File: config.mk
export PLATFORM = sky130hd
export DESIGN_NAME = autorange_ohmmeter_converter
export DESIGN_NICKNAME = d
export VERILOG_FILES = /design/src/design/aoc_pkg.sv /design/src/design/autorange_ohmmeter_converter.sv
export SDC_FILE = /design/constraint.sdc
export NUM_CORES = 2
export LEC_CHECK = 0
export ABC_AREA = 1
export ABC_CLOCK_PERIOD_IN_PS = 7500
export BUFFER_PORTS_ARGS = -buffer_cell sky130_fd_sc_hd__buf_2
export CAP_MARGIN = 0
export CORE_MARGIN = 3
export CORE_UTILIZATION = 59
export DETAILED_ROUTE_END_ITERATION = 8
export PLACE_DENSITY_LB_ADDON = 0.3
export SLEW_MARGIN = 20
export SYNTH_ARGS = -nofsm -noshare
export SYNTH_HDL_FRONTEND = slang
export SYNTH_SLANG_ARGS = --single-unit
File: constraint.sdc
create_clock -name clk -period 7.5 [get_ports clk]
set_input_delay 1.875 -clock clk [delete_from_list [all_inputs] [get_ports clk]]
set_output_delay 1.875 -clock clk [all_outputs]
set_load 0.01 [all_outputs]
File: src/design/aoc_pkg.sv
`default_nettype none

package aoc_pkg;

	localparam int unsigned RAW_W   = 12;
	localparam int unsigned SCALE_W = 36;
	localparam int unsigned VAL_W   = 40;
	localparam int unsigned PROD_W  = SCALE_W + RAW_W;
	localparam int unsigned DIVR_W  = 14;
	localparam int unsigned DIV_STEPS = PROD_W;
	localparam int unsigned CNT_W   = $clog2(DIV_STEPS);
	localparam int unsigned IDX_W   = 3;

	localparam logic [VAL_W-1:0] OPEN_VALUE = {VAL_W{1'b1}};
	localparam logic [VAL_W-1:0] SAT_VALUE  = {{(VAL_W-1){1'b1}}, 1'b0};

	// range selection and window thresholds
	localparam logic [RAW_W-1:0] SEL_OHM_BELOW    = 12'd400;
	localparam logic [RAW_W-1:0] SEL_MOHM_ABOVE   = 12'd3630;
	localparam logic [RAW_W-1:0] OHM_LEAVE_ABOVE  = 12'd3370;
	localparam logic [RAW_W-1:0] MOHM_LEAVE_BELOW = 12'd420;
	localparam logic [RAW_W-1:0] OHM_SHORT_MAX    = 12'd120;
	localparam logic [RAW_W-1:0] OHM_QUAD_MAX     = 12'd520;
	localparam logic [RAW_W-1:0] KOHM_OPEN_MIN    = 12'd4000;
	localparam logic [RAW_W-1:0] KOHM_SHORT_MAX   = 12'd37;

	// low-ohm fit: (x * (QUAD_LIN - QUAD_SQ * x) - QUAD_OFS_RND) / QUAD_DIV
	localparam int unsigned QUAD_T_W = 20;
	localparam logic [QUAD_T_W-1:0] QUAD_LIN = 20'd364000;
	localparam logic [QUAD_T_W-1:0] QUAD_SQ  = 20'd138;
	localparam logic [PROD_W-1:0] QUAD_OFS   = 48'd35400000;
	localparam logic [PROD_W-1:0] QUAD_OFS_RND = 48'd35395000;
	localparam logic [DIVR_W-1:0] QUAD_DIV   = 14'd10000;

	// register reset values
	localparam logic [SCALE_W-1:0] OHM_GAIN_RST   = 36'd97600;
	localparam logic [RAW_W-1:0]   OHM_ZERO_RST   = 12'd113;
	localparam logic [RAW_W-1:0]   OHM_OPEN_RST   = 12'd3987;
	localparam logic [SCALE_W-1:0] KOHM_GAIN_RST  = 36'd5250000;
	localparam logic [RAW_W-1:0]   KOHM_ZERO_RST  = 12'd76;
	localparam logic [RAW_W-1:0]   KOHM_OPEN_RST  = 12'd3971;
	localparam logic [SCALE_W-1:0] MOHM_GAIN_RST  = 36'd328000000;
	localparam logic [RAW_W-1:0]   MOHM_OPEN_RST  = 12'd2657;

	typedef enum logic [1:0] {
		RANGE_OHM    = 2'd0,
		RANGE_KOHM   = 2'd1,
		RANGE_MOHM   = 2'd2,
		RANGE_UNUSED = 2'd3
	} range_t;

	typedef enum logic [IDX_W-1:0] {
		REG_OHM_GAIN   = 3'd0,
		REG_OHM_ZERO   = 3'd1,
		REG_OHM_OPEN   = 3'd2,
		REG_KOHM_GAIN  = 3'd3,
		REG_KOHM_ZERO  = 3'd4,
		REG_KOHM_OPEN  = 3'd5,
		REG_MOHM_GAIN  = 3'd6,
		REG_MOHM_OPEN  = 3'd7
	} reg_idx_t;

	typedef enum logic [4:0] {
		ST_IDLE = 5'b00001,
		ST_MUL  = 5'b00010,
		ST_LOAD = 5'b00100,
		ST_DIV  = 5'b01000,
		ST_FIN  = 5'b10000
	} state_t;

endpackage

`default_nettype wire

File: src/design/autorange_ohmmeter_converter.sv
// Autoranging ohmmeter converter.
// Input channel (in_valid/in_ready, sample_raw): one averaged ADC reading per
// request, taken in the range last shown on range_select.
// Output channel (out_valid/out_ready): one result per input request with the
// range for the next sample, the measure flag, the shown resistance in
// milliohms (all ones = open) and whether this sample updated it.
// Config channel (cfg_valid/cfg_ready, cfg_index, cfg_data): always ready,
// writes scale/zero/open registers; they are to be written only while the
// block is idle, a rule on the user that the block does not enforce. Selection,
// window exits and short/open results go from accept straight to the commit
// state; a divider conversion runs a multiply, a load, 48 restoring division
// steps and the commit, taking no new request until then; the 36x12 multiplier
// and bit-serial divider serve both the divider formula and the fit.
// in_ready is high only when the sequencer is idle; a finished result is held
// in the output register, and the next request may already be accepted.
// If the receiver stalls, the following result waits in the commit state and
// the state (range, measure flag, shown value) only advances once the output
// register is free, so no result is lost or overwritten.
// Reset: selection pending, kilohm range, shown value open, no result valid,
// registers at their default calibration.
`default_nettype none

module autorange_ohmmeter_converter #(
	parameter int unsigned MOHM_ZERO_RAW = 75
) (
	input  wire                              clk,
	input  wire                              arst_n,
	input  wire                              in_valid,
	output logic                             in_ready,
	input  wire  [aoc_pkg::RAW_W-1:0]        sample_raw,
	output logic                             out_valid,
	input  wire                              out_ready,
	output logic [1:0]                       range_select,
	output logic                             measuring,
	output logic [aoc_pkg::VAL_W-1:0]        shown_milliohm,
	output logic                             updated,
	input  wire                              cfg_valid,
	output logic                             cfg_ready,
	input  wire  [aoc_pkg::IDX_W-1:0]        cfg_index,
	input  wire  [aoc_pkg::SCALE_W-1:0]      cfg_data
);

	localparam logic [aoc_pkg::RAW_W-1:0] MOHM_ZERO = aoc_pkg::RAW_W'(MOHM_ZERO_RAW);

	// calibration registers
	logic [aoc_pkg::SCALE_W-1:0] ohm_gain_q, kohm_gain_q, mohm_gain_q;
	logic [aoc_pkg::RAW_W-1:0]   ohm_zero_q, ohm_open_q, kohm_zero_q, kohm_open_q;
	logic [aoc_pkg::RAW_W-1:0]   mohm_open_q;

	// architectural state
	logic                        selecting_q;
	aoc_pkg::range_t             range_q;
	logic [aoc_pkg::VAL_W-1:0]   shown_q;
	logic                        updated_q;
	logic                        out_valid_q;

	// sequencer
	aoc_pkg::state_t             state_q;
	logic [aoc_pkg::RAW_W-1:0]   x_q;
	logic                        sel_pend_q;
	aoc_pkg::range_t             range_pend_q;
	logic                        upd_pend_q;
	logic                        quad_q;
	logic [aoc_pkg::VAL_W-1:0]   val_q;
	logic [aoc_pkg::PROD_W-1:0]  prod_q;
	logic [aoc_pkg::PROD_W-1:0]  quo_q;
	logic [aoc_pkg::DIVR_W-1:0]  rem_q;
	logic [aoc_pkg::DIVR_W-1:0]  divr_q;
	logic [aoc_pkg::CNT_W-1:0]   cnt_q;

	logic                        in_acc;
	logic                        commit;

	// decode of an accepted sample
	logic                        a_sel;
	aoc_pkg::range_t             a_range;
	logic                        a_upd;
	logic                        a_div;
	logic                        a_quad;
	logic [aoc_pkg::VAL_W-1:0]   a_val;

	// shared datapath
	logic [aoc_pkg::SCALE_W-1:0]  cur_scale;
	logic [aoc_pkg::RAW_W-1:0]    cur_zero;
	logic [aoc_pkg::RAW_W-1:0]    cur_open;
	logic [aoc_pkg::QUAD_T_W-1:0] quad_t;
	logic [aoc_pkg::SCALE_W-1:0]  mul_a;
	logic [aoc_pkg::RAW_W-1:0]    mul_b;
	logic [aoc_pkg::PROD_W-1:0]   dvd;
	logic [aoc_pkg::DIVR_W:0]     trial;
	logic                         q_bit;
	logic [aoc_pkg::DIVR_W-1:0]   rem_n;
	logic [aoc_pkg::PROD_W-1:0]   quo_n;
	logic [aoc_pkg::VAL_W-1:0]    quo_sat;

	assign in_ready  = (state_q == aoc_pkg::ST_IDLE);
	assign in_acc    = in_valid && in_ready;
	assign commit    = (state_q == aoc_pkg::ST_FIN) && (!out_valid_q || out_ready);
	assign cfg_ready = 1'b1;

	assign out_valid      = out_valid_q;
	assign range_select   = range_q;
	assign measuring      = !selecting_q;
	assign shown_milliohm = shown_q;
	assign updated        = updated_q;

	// range pick, window check and the cases that need no arithmetic
	always_comb begin
		a_sel   = 1'b0;
		a_range = range_q;
		a_upd   = 1'b0;
		a_div   = 1'b0;
		a_quad  = 1'b0;
		a_val   = '0;
		if (selecting_q) begin
			if (sample_raw < aoc_pkg::SEL_OHM_BELOW) begin
				a_range = aoc_pkg::RANGE_OHM;
			end else if (sample_raw > aoc_pkg::SEL_MOHM_ABOVE) begin
				a_range = aoc_pkg::RANGE_MOHM;
			end else begin
				a_range = aoc_pkg::RANGE_KOHM;
			end
		end else begin
			unique case (range_q)
				aoc_pkg::RANGE_OHM: begin
					if (sample_raw > aoc_pkg::OHM_LEAVE_ABOVE) begin
						a_sel = 1'b1;
					end else begin
						a_upd = 1'b1;
						if (sample_raw <= aoc_pkg::OHM_SHORT_MAX) begin
							a_val = '0;
						end else if (sample_raw <= aoc_pkg::OHM_QUAD_MAX) begin
							a_div  = 1'b1;
							a_quad = 1'b1;
						end else if (sample_raw >= ohm_open_q) begin
							a_val = aoc_pkg::OPEN_VALUE;
						end else if (sample_raw <= ohm_zero_q) begin
							a_val = '0;
						end else begin
							a_div = 1'b1;
						end
					end
				end
				aoc_pkg::RANGE_KOHM: begin
					if (sample_raw < aoc_pkg::SEL_OHM_BELOW
							|| sample_raw > aoc_pkg::SEL_MOHM_ABOVE) begin
						a_sel = 1'b1;
					end else begin
						a_upd = 1'b1;
						if (sample_raw >= aoc_pkg::KOHM_OPEN_MIN) begin
							a_val = aoc_pkg::OPEN_VALUE;
						end else if (sample_raw <= aoc_pkg::KOHM_SHORT_MAX) begin
							a_val = '0;
						end else if (sample_raw >= kohm_open_q) begin
							a_val = aoc_pkg::OPEN_VALUE;
						end else if (sample_raw <= kohm_zero_q) begin
							a_val = '0;
						end else begin
							a_div = 1'b1;
						end
					end
				end
				aoc_pkg::RANGE_MOHM: begin
					if (sample_raw < aoc_pkg::MOHM_LEAVE_BELOW) begin
						a_sel = 1'b1;
					end else begin
						a_upd = 1'b1;
						if (sample_raw <= MOHM_ZERO) begin
							a_val = '0;
						end else if (sample_raw >= mohm_open_q) begin
							a_val = aoc_pkg::OPEN_VALUE;
						end else begin
							a_div = 1'b1;
						end
					end
				end
				aoc_pkg::RANGE_UNUSED: begin
					a_upd = 1'b1;
					a_val = '0;
				end
			endcase
			if (a_sel) begin
				a_range = aoc_pkg::RANGE_KOHM;
			end
		end
	end

	// per-range calibration for the shared multiplier and divider
	always_comb begin
		case (range_q)
			aoc_pkg::RANGE_OHM: begin
				cur_scale = ohm_gain_q;
				cur_zero  = ohm_zero_q;
				cur_open  = ohm_open_q;
			end
			aoc_pkg::RANGE_KOHM: begin
				cur_scale = kohm_gain_q;
				cur_zero  = kohm_zero_q;
				cur_open  = kohm_open_q;
			end
			default: begin
				cur_scale = mohm_gain_q;
				cur_zero  = MOHM_ZERO;
				cur_open  = mohm_open_q;
			end
		endcase
	end

	// low-ohm fit folded as x * (lin - sq * x); only used for x <= 520
	assign quad_t = aoc_pkg::QUAD_LIN
		- aoc_pkg::QUAD_T_W'(aoc_pkg::QUAD_SQ * aoc_pkg::QUAD_T_W'(x_q));
	assign mul_a  = quad_q ? aoc_pkg::SCALE_W'(quad_t) : cur_scale;
	assign mul_b  = quad_q ? x_q : x_q - cur_zero;

	// dividend: fit clamps negatives to zero and adds half the divisor
	always_comb begin
		if (!quad_q) begin
			dvd = prod_q;
		end else if (prod_q >= aoc_pkg::QUAD_OFS) begin
			dvd = prod_q - aoc_pkg::QUAD_OFS_RND;
		end else begin
			dvd = '0;
		end
	end

	// restoring division, one quotient bit per cycle
	assign trial   = {rem_q, quo_q[aoc_pkg::PROD_W-1]};
	assign q_bit   = (trial >= {1'b0, divr_q});
	assign rem_n   = q_bit ? aoc_pkg::DIVR_W'(trial - {1'b0, divr_q})
		: trial[aoc_pkg::DIVR_W-1:0];
	assign quo_n   = {quo_q[aoc_pkg::PROD_W-2:0], q_bit};
	assign quo_sat = ((|quo_n[aoc_pkg::PROD_W-1:aoc_pkg::VAL_W])
		|| (quo_n[aoc_pkg::VAL_W-1:0] == aoc_pkg::OPEN_VALUE))
		? aoc_pkg::SAT_VALUE : quo_n[aoc_pkg::VAL_W-1:0];

	// configuration registers
	always_ff @(posedge clk or negedge arst_n) begin
		if (!arst_n) begin
			ohm_gain_q   <= aoc_pkg::OHM_GAIN_RST;
			ohm_zero_q   <= aoc_pkg::OHM_ZERO_RST;
			ohm_open_q   <= aoc_pkg::OHM_OPEN_RST;
			kohm_gain_q  <= aoc_pkg::KOHM_GAIN_RST;
			kohm_zero_q  <= aoc_pkg::KOHM_ZERO_RST;
			kohm_open_q  <= aoc_pkg::KOHM_OPEN_RST;
			mohm_gain_q  <= aoc_pkg::MOHM_GAIN_RST;
			mohm_open_q  <= aoc_pkg::MOHM_OPEN_RST;
		end else if (cfg_valid && cfg_ready) begin
			unique case (aoc_pkg::reg_idx_t'(cfg_index))
				aoc_pkg::REG_OHM_GAIN:   ohm_gain_q   <= cfg_data;
				aoc_pkg::REG_OHM_ZERO:   ohm_zero_q   <= cfg_data[aoc_pkg::RAW_W-1:0];
				aoc_pkg::REG_OHM_OPEN:   ohm_open_q   <= cfg_data[aoc_pkg::RAW_W-1:0];
				aoc_pkg::REG_KOHM_GAIN:  kohm_gain_q  <= cfg_data;
				aoc_pkg::REG_KOHM_ZERO:  kohm_zero_q  <= cfg_data[aoc_pkg::RAW_W-1:0];
				aoc_pkg::REG_KOHM_OPEN:  kohm_open_q  <= cfg_data[aoc_pkg::RAW_W-1:0];
				aoc_pkg::REG_MOHM_GAIN:  mohm_gain_q  <= cfg_data;
				aoc_pkg::REG_MOHM_OPEN:  mohm_open_q  <= cfg_data[aoc_pkg::RAW_W-1:0];
			endcase
		end
	end

	// sequencer and committed state
	always_ff @(posedge clk or negedge arst_n) begin
		if (!arst_n) begin
			state_q     <= aoc_pkg::ST_IDLE;
			selecting_q <= 1'b1;
			range_q     <= aoc_pkg::RANGE_KOHM;
			shown_q     <= aoc_pkg::OPEN_VALUE;
			updated_q   <= 1'b0;
			out_valid_q <= 1'b0;
		end else begin
			if (commit) begin
				out_valid_q <= 1'b1;
				selecting_q <= sel_pend_q;
				range_q     <= range_pend_q;
				updated_q   <= upd_pend_q;
				if (upd_pend_q) begin
					shown_q <= val_q;
				end
			end else if (out_ready) begin
				out_valid_q <= 1'b0;
			end
			unique case (state_q)
				aoc_pkg::ST_IDLE: begin
					if (in_acc) begin
						state_q <= a_div ? aoc_pkg::ST_MUL : aoc_pkg::ST_FIN;
					end
				end
				aoc_pkg::ST_MUL:  state_q <= aoc_pkg::ST_LOAD;
				aoc_pkg::ST_LOAD: state_q <= aoc_pkg::ST_DIV;
				aoc_pkg::ST_DIV: begin
					if (cnt_q == '0) begin
						state_q <= aoc_pkg::ST_FIN;
					end
				end
				aoc_pkg::ST_FIN: begin
					if (commit) begin
						state_q <= aoc_pkg::ST_IDLE;
					end
				end
			endcase
		end
	end

	// datapath registers
	always_ff @(posedge clk) begin
		if (in_acc) begin
			x_q          <= sample_raw;
			sel_pend_q   <= a_sel;
			range_pend_q <= a_range;
			upd_pend_q   <= a_upd;
			quad_q       <= a_quad;
			val_q        <= a_val;
		end
		if (state_q == aoc_pkg::ST_MUL) begin
			prod_q <= aoc_pkg::PROD_W'(mul_a) * aoc_pkg::PROD_W'(mul_b);
		end
		if (state_q == aoc_pkg::ST_LOAD) begin
			quo_q  <= dvd;
			rem_q  <= '0;
			cnt_q  <= aoc_pkg::CNT_W'(aoc_pkg::DIV_STEPS - 1);
			divr_q <= quad_q ? aoc_pkg::QUAD_DIV : aoc_pkg::DIVR_W'(cur_open - x_q);
		end
		if (state_q == aoc_pkg::ST_DIV) begin
			quo_q <= quo_n;
			rem_q <= rem_n;
			cnt_q <= cnt_q - 1'b1;
			if (cnt_q == '0) begin
				val_q <= quo_sat;
			end
		end
	end

`ifndef ASSERT_OFF
	// selection pending always sits on the kilohm range
	a_sel_kohm: assert property (@(posedge clk) disable iff (!arst_n)
		!measuring |-> range_select == aoc_pkg::RANGE_KOHM)
		else $error("selection pending on a range other than kilohm");

	// an update only comes from the measure state
	a_upd_meas: assert property (@(posedge clk) disable iff (!arst_n)
		out_valid && updated |-> measuring)
		else $error("display updated while selection pending");

	// the unused range code is never reached
	a_range_ok: assert property (@(posedge clk) disable iff (!arst_n)
		range_select != aoc_pkg::RANGE_UNUSED)
		else $error("unused range code commanded");

	// divisor is never zero while dividing
	a_divr_nz: assert property (@(posedge clk) disable iff (!arst_n)
		state_q == aoc_pkg::ST_DIV |-> divr_q != '0)
		else $error("division by zero");

	// a pending result is never overwritten by a commit
	a_no_ovwr: assert property (@(posedge clk) disable iff (!arst_n)
		commit |-> !out_valid_q || out_ready)
		else $error("result overwritten while stalled");
`endif

endmodule

`default_nettype wire

Word level (Yosys, flattened, before mapping) --
Cells that the tools add are included.
Storage, ports and cells: register bits after elaboration 405, output and inout bits 47, logic and storage cells 160
Cells by class: add/subtract/negate cells 6, multiply operators 2, $lt $le $gt $ge 16, eq/ne operators 19, multiplexer cells 67, bitwise logic cells 1, reductions and logical operators 24
Operators by type and width (count):
- 40-bit 2-to-1 mux | 16
- 48-bit 2-to-1 mux | 4
- 40-bit one-hot mux with 4 select lines | 1
- 36-bit one-hot mux with 2 select lines | 1
- 48-bit by 26-bit >= comparator with 1-bit output (second input constant) | 1
- 36-bit by 12-bit multiplier with 48-bit output | 1
- 12-bit one-hot mux with 2 select lines | 2
- 48-bit by 26-bit subtractor with 48-bit output (second input constant) | 1
- 14-bit 2-to-1 mux | 3
- 40-bit == test (second input constant) | 1
- 12-bit >= comparator | 3
- 36-bit 2-to-1 mux | 1
- 5-bit one-hot mux with 5 select lines | 1
- 12-bit > comparator (second input constant) | 2
- 12-bit <= comparator | 2
- 12-bit by 7-bit <= comparator with 1-bit output (second input constant) | 2
- 12-bit by 9-bit < comparator with 1-bit output (second input constant) | 2
- 1-bit 2-to-1 mux | 24
- 5-bit 2-to-1 mux | 4
- 19-bit by 20-bit subtractor with 20-bit output (first input constant) | 1
- 7-bit by 12-bit multiplier with 19-bit output (first input constant) | 1
- 2-bit AND reduction | 9
- 15-bit by 14-bit >= comparator with 1-bit output | 1
- 14-bit subtractor | 1
- other kinds (34) | 50

Longest topological paths before layout --
word-level depth 11, depth in mapped cells 44

Worst setup path after synthesis --
Ideal clock, no wire load.
kind register -> register, start point register x_q[3] (netlist name), end point register prod_q[32] (netlist name) (data pin), setup time 0.265 ns, data arrival time 7.278 ns, required time 7.235 ns, setup slack -0.044 ns, stages on the path, launching flop included 37, cells stage by stage edfxtp_1 -> ha_1 -> ha_1 -> inv_1 -> fa_1 -> inv_1 -> ha_1 -> nand2_1 -> inv_1 -> a21oi_1 -> nand2_1 -> nand2_1 -> nand2_1 -> nand3b_2 -> nand2_2 -> nand2_1 -> nand2_2 -> nand2_1 -> nand2_1 -> buf_6 -> nand3_1 -> fa_1 -> inv_1 -> fa_1 -> fa_1 -> fa_1 -> inv_1 -> fa_1 -> inv_1 -> ha_1 -> nand2_1 -> nor2_1 -> inv_1 -> nor4_1 -> a21oi_1 -> o21ai_0 -> xor2_1
On the way: cells in the longest elaborated chain, start to end 4
RTL lines:
- start: declaration | RTL line autorange_ohmmeter_converter.sv:59 | logic [aoc_pkg::RAW_W-1:0] x_q;
- start signal: assignment | RTL line autorange_ohmmeter_converter.sv:307 | x_q <= sample_raw;
- 7-bit by 12-bit multiplier with 19-bit output | RTL line autorange_ohmmeter_converter.sv:211 | - aoc_pkg::QUAD_T_W'(aoc_pkg::QUAD_SQ * aoc_pkg::QUAD_T_W'(x_q));
- 19-bit by 20-bit subtractor with 20-bit output | RTL line autorange_ohmmeter_converter.sv:211
- 36-bit 2-to-1 mux | RTL line autorange_ohmmeter_converter.sv:212 | assign mul_a = quad_q ? aoc_pkg::SCALE_W'(quad_t) : cur_scale;
- 36-bit by 12-bit multiplier with 48-bit output * | RTL line autorange_ohmmeter_converter.sv:315 | prod_q <= aoc_pkg::PROD_W'(mul_a) * aoc_pkg::PROD_W'(mul_b);
- end signal: assignment | RTL line autorange_ohmmeter_converter.sv:315
- end: declaration | RTL line autorange_ohmmeter_converter.sv:65 | logic [aoc_pkg::PROD_W-1:0] prod_q;
Every way passes the cells marked *; elsewhere a longest branch is shown, timed or not. A chain may end at the register's enable or synchronous reset.

Final worst setup path --
start point register x_q[3] (netlist name), end point register prod_q[45] (netlist name) (data pin)
Same word-level chain as after synthesis.

==> results.sh <==
export IMPL_status="complete, but fails checks"
export IMPL_violations="setup timing"
export IMPL_fmax_ghz=0.1295
export IMPL_crit_family="adder cells"
export IMPL_critPathMostFrequentCell="nand2_2"
export IMPL_tns_ns=-2.678
export IMPL_io_buffers=101
export IMPL_cpPeakStageDelay_ns=0.54
export IMPL_cts_buffers=44
export IMPL_synth_top_area_share_pct=19.22
export IMPL_synth_cells=4470
export IMPL_start_kind="flip-flop"
export IMPL_yosysSeqAreaShare_pct=29.77
export IMPL_nFillCells=4490
export IMPL_drt_pass1_iterations=6
export IMPL_synth_edf_count=147
export IMPL_grt_pass1_wl_um=164300
export IMPL_cp_end_kind="flip-flop"
export IMPL_slew_violations=0
export IMPL_hold_path_class="reg2reg"
export IMPL_worstPathMaxFanout=5
export IMPL_clkTransAtPathRegs_ns=0.06
export IMPL_r2r_slack_ns=-0.22
export IMPL_synth_most_common_cell="nand2_1"
export IMPL_max_cap_violations=0
export IMPL_io_pins=103
export IMPL_relSlewSlack_pct=27.53
export IMPL_routed_wl_um=104100
export IMPL_setup_slack_ns=-0.2199
export IMPL_syn_area_um2=36250
export IMPL_yosysWarnings=0
export IMPL_grt_overflow=0
export IMPL_groute_usage_overall_pct=32.25
export IMPL_die_y_um=253.9
export IMPL_clk_path_buf_depth=3
export IMPL_pre_cts_ws_ns=-0.5504
export IMPL_fin_skew_ns=0.02621
export IMPL_cts_tree="done"
export IMPL_synth_fp_nets=5101
export IMPL_crit_type="reg2reg"
export IMPL_hold_violations=0
export IMPL_area_delta_synth_final_pct=19.52
export IMPL_fin_crit_ns=7.720
export IMPL_dieArea_um2=64450
export IMPL_worst_endpoint_required_ns=7.84
export IMPL_grt_pass1_vias=31830
export IMPL_wl_per_cell_um=18.39
export IMPL_placed_cell_area_um2=39630
export IMPL_synth_area_per_cell_um2=8.109
export IMPL_vias=32220
export IMPL_yosys_top_cells_count="nand2_1, inv_1, nor2_1"
export IMPL_rsz0062_at_grt="yes"
export IMPL_rows=90
export IMPL_via_per_inst=5.690
export IMPL_antenna_found_initial=3
export IMPL_htree_levels=2
export IMPL_design_area_um2=43320
export IMPL_drive_above_1_share_pct=20.97
export IMPL_cp_buffers_inverters=8
export IMPL_postRouteAntennaNets=0
export IMPL_synth_ff_type="edfxtp_1"
export IMPL_final_nets=5475
export IMPL_ys_top_cells_by_area="fa_1, edfxtp_1, nand2_1"
export IMPL_insertion_delay_ns=0.61
export IMPL_drt_iter0_markers=3107
export IMPL_period_share_pct=102.9
export IMPL_async_flop_share_pct=53.83
export IMPL_gp_congestion=0.9789
export IMPL_yosysTopAreaCell="fa_1"
export IMPL_critPathSlowestCell="fa_1"
export IMPL_core_area_um2=60580
export IMPL_clock_sink_count=405
export IMPL_ys_types=63
export IMPL_initial_utilization_pct=59.83
export IMPL_drc=0
export IMPL_holdBufCountCts=0
export IMPL_ys_ff_latch=405
export IMPL_clock_root_buffer="clkbuf_16"
export IMPL_worstMarginPinSlew_ns=1.087
export IMPL_finalSetupViolations=23
export IMPL_grt_max_degree=171
export IMPL_dp_hpwl_um=77810
export IMPL_die_w_um=253.9
export IMPL_cp_arrival_ns=8.06
-- metrics by stage --
stage	hold slack, ns	util, %	cells
final	0.4610	71.51	5662
after global routing	0.5015	71.51	5661
after CTS	0.4677	69.67	5625
after detailed placement	0.4601	65.41	5522
after global placement	0.4391	65.41	5522
after floorplan	0.4297	-	4470
-- worst paths after layout --
check / end / cells after the start / from
hold reg to reg: range_select[1] / 2 / range_pend_q[1]
max in group asynchronous: state_q[1] / 2 / arst_n
min in group asynchronous: mohm_gain_q[31] / 1 / arst_n
hold / removal: range_select[1] / 2 / range_pend_q[1]
setup / recovery: prod_q[45] / 40 / x_q[3]
setup reg to reg: prod_q[45] / 40 / x_q[3]
-- cells by family after synthesis --
| kind of cell | count (synthesis) | share of synthesized area (%) |
|---|---|---|
| and+or+nand+nor | 1753 | 19.59 |
| buffers and inverters | 902 | 9.506 |
| AOI/OAI and AO/OA | 700 | 10.55 |
| adders and majority gates | 575 | 27.05 |
| DFF | 405 | 29.77 |
| xor gates and xnor gates | 94 | 2.271 |
| muxes | 40 | 1.243 |
| other | 1 | 0.01035 |
-- placed cells by master (no fill, tap or decap), types with 34 or more instances in the layout --
cell       synthesis  routed
buf_4              7     331
nand2_2            8      73
fa_1             348     329
buf_2             21     100
dfrtp_1          121     121
o22ai_1           37      34
xor2_1            60      56
nand3_1          182     159
o21ai_0          304     286
a21oi_1          252     222
nor2_1           402     356
inv_2             10      39
nand2_1         1054     970
mux2_2            40      40
dfxtp_1           40      40
edfxtp_1         147     147
inv_1            744     710
clkbuf_16          0      47
dfstp_2           97      97
ha_1             227     194
-- area by class of cell --
type	instances	area (um2)	area share (%)
clock buffers	54	1242	2.868
diodes	1	2.502	0.005776
flip-flops and latches	405	10790	24.91
clock inverters	27	316.6	0.7307
repair buffers	460	3425	7.904
well taps	782	978.4	2.258
inverters	770	2909	6.715
multi-input cells	3163	23660	54.61
-- worst min-delay path, stage by stage (launching register included) --
cell	delay (ns)
edfxtp_1	0.32
nand2_1	0.05
o21ai_0	0.06
-- registers in the layout, indices dropped and copies added, names as in the netlist, 5 cells and up --
signal / flops
mohm_open_q: 12
ohm_zero_q: 12
val_q: 40
kohm_gain_q: 36
ohm_gain_q: 36
rem_q: 14
shown_milliohm: 40
state_q: 5
quo_q: 48
kohm_zero_q: 12
prod_q: 48
mohm_gain_q: 36
divr_q: 14
x_q: 12
ohm_open_q: 12
cnt_q: 6
kohm_open_q: 12
-- what timing repair did --
item | in CTS | in global routing
setup buffers | 23 | 36
setup endpoints to repair | 28 | 35
hold endpoints to repair | 0 | 0
resized for setup | 187 | 230
pin swaps | 131 | 169
-- layer usage --
metal	global-route usage (%)	vias up	wire length [um]
met1	43.93	15430	41960
met4	12.98	2	4855
met3	5.332	333	9585
met5	0	-	12
met2	51.88	1501	47740
li1	-	14950	-
Power is left out: the tool's default activity adds up to more than one toggle a clock period on the data nets, which glitch-free logic cannot reach.
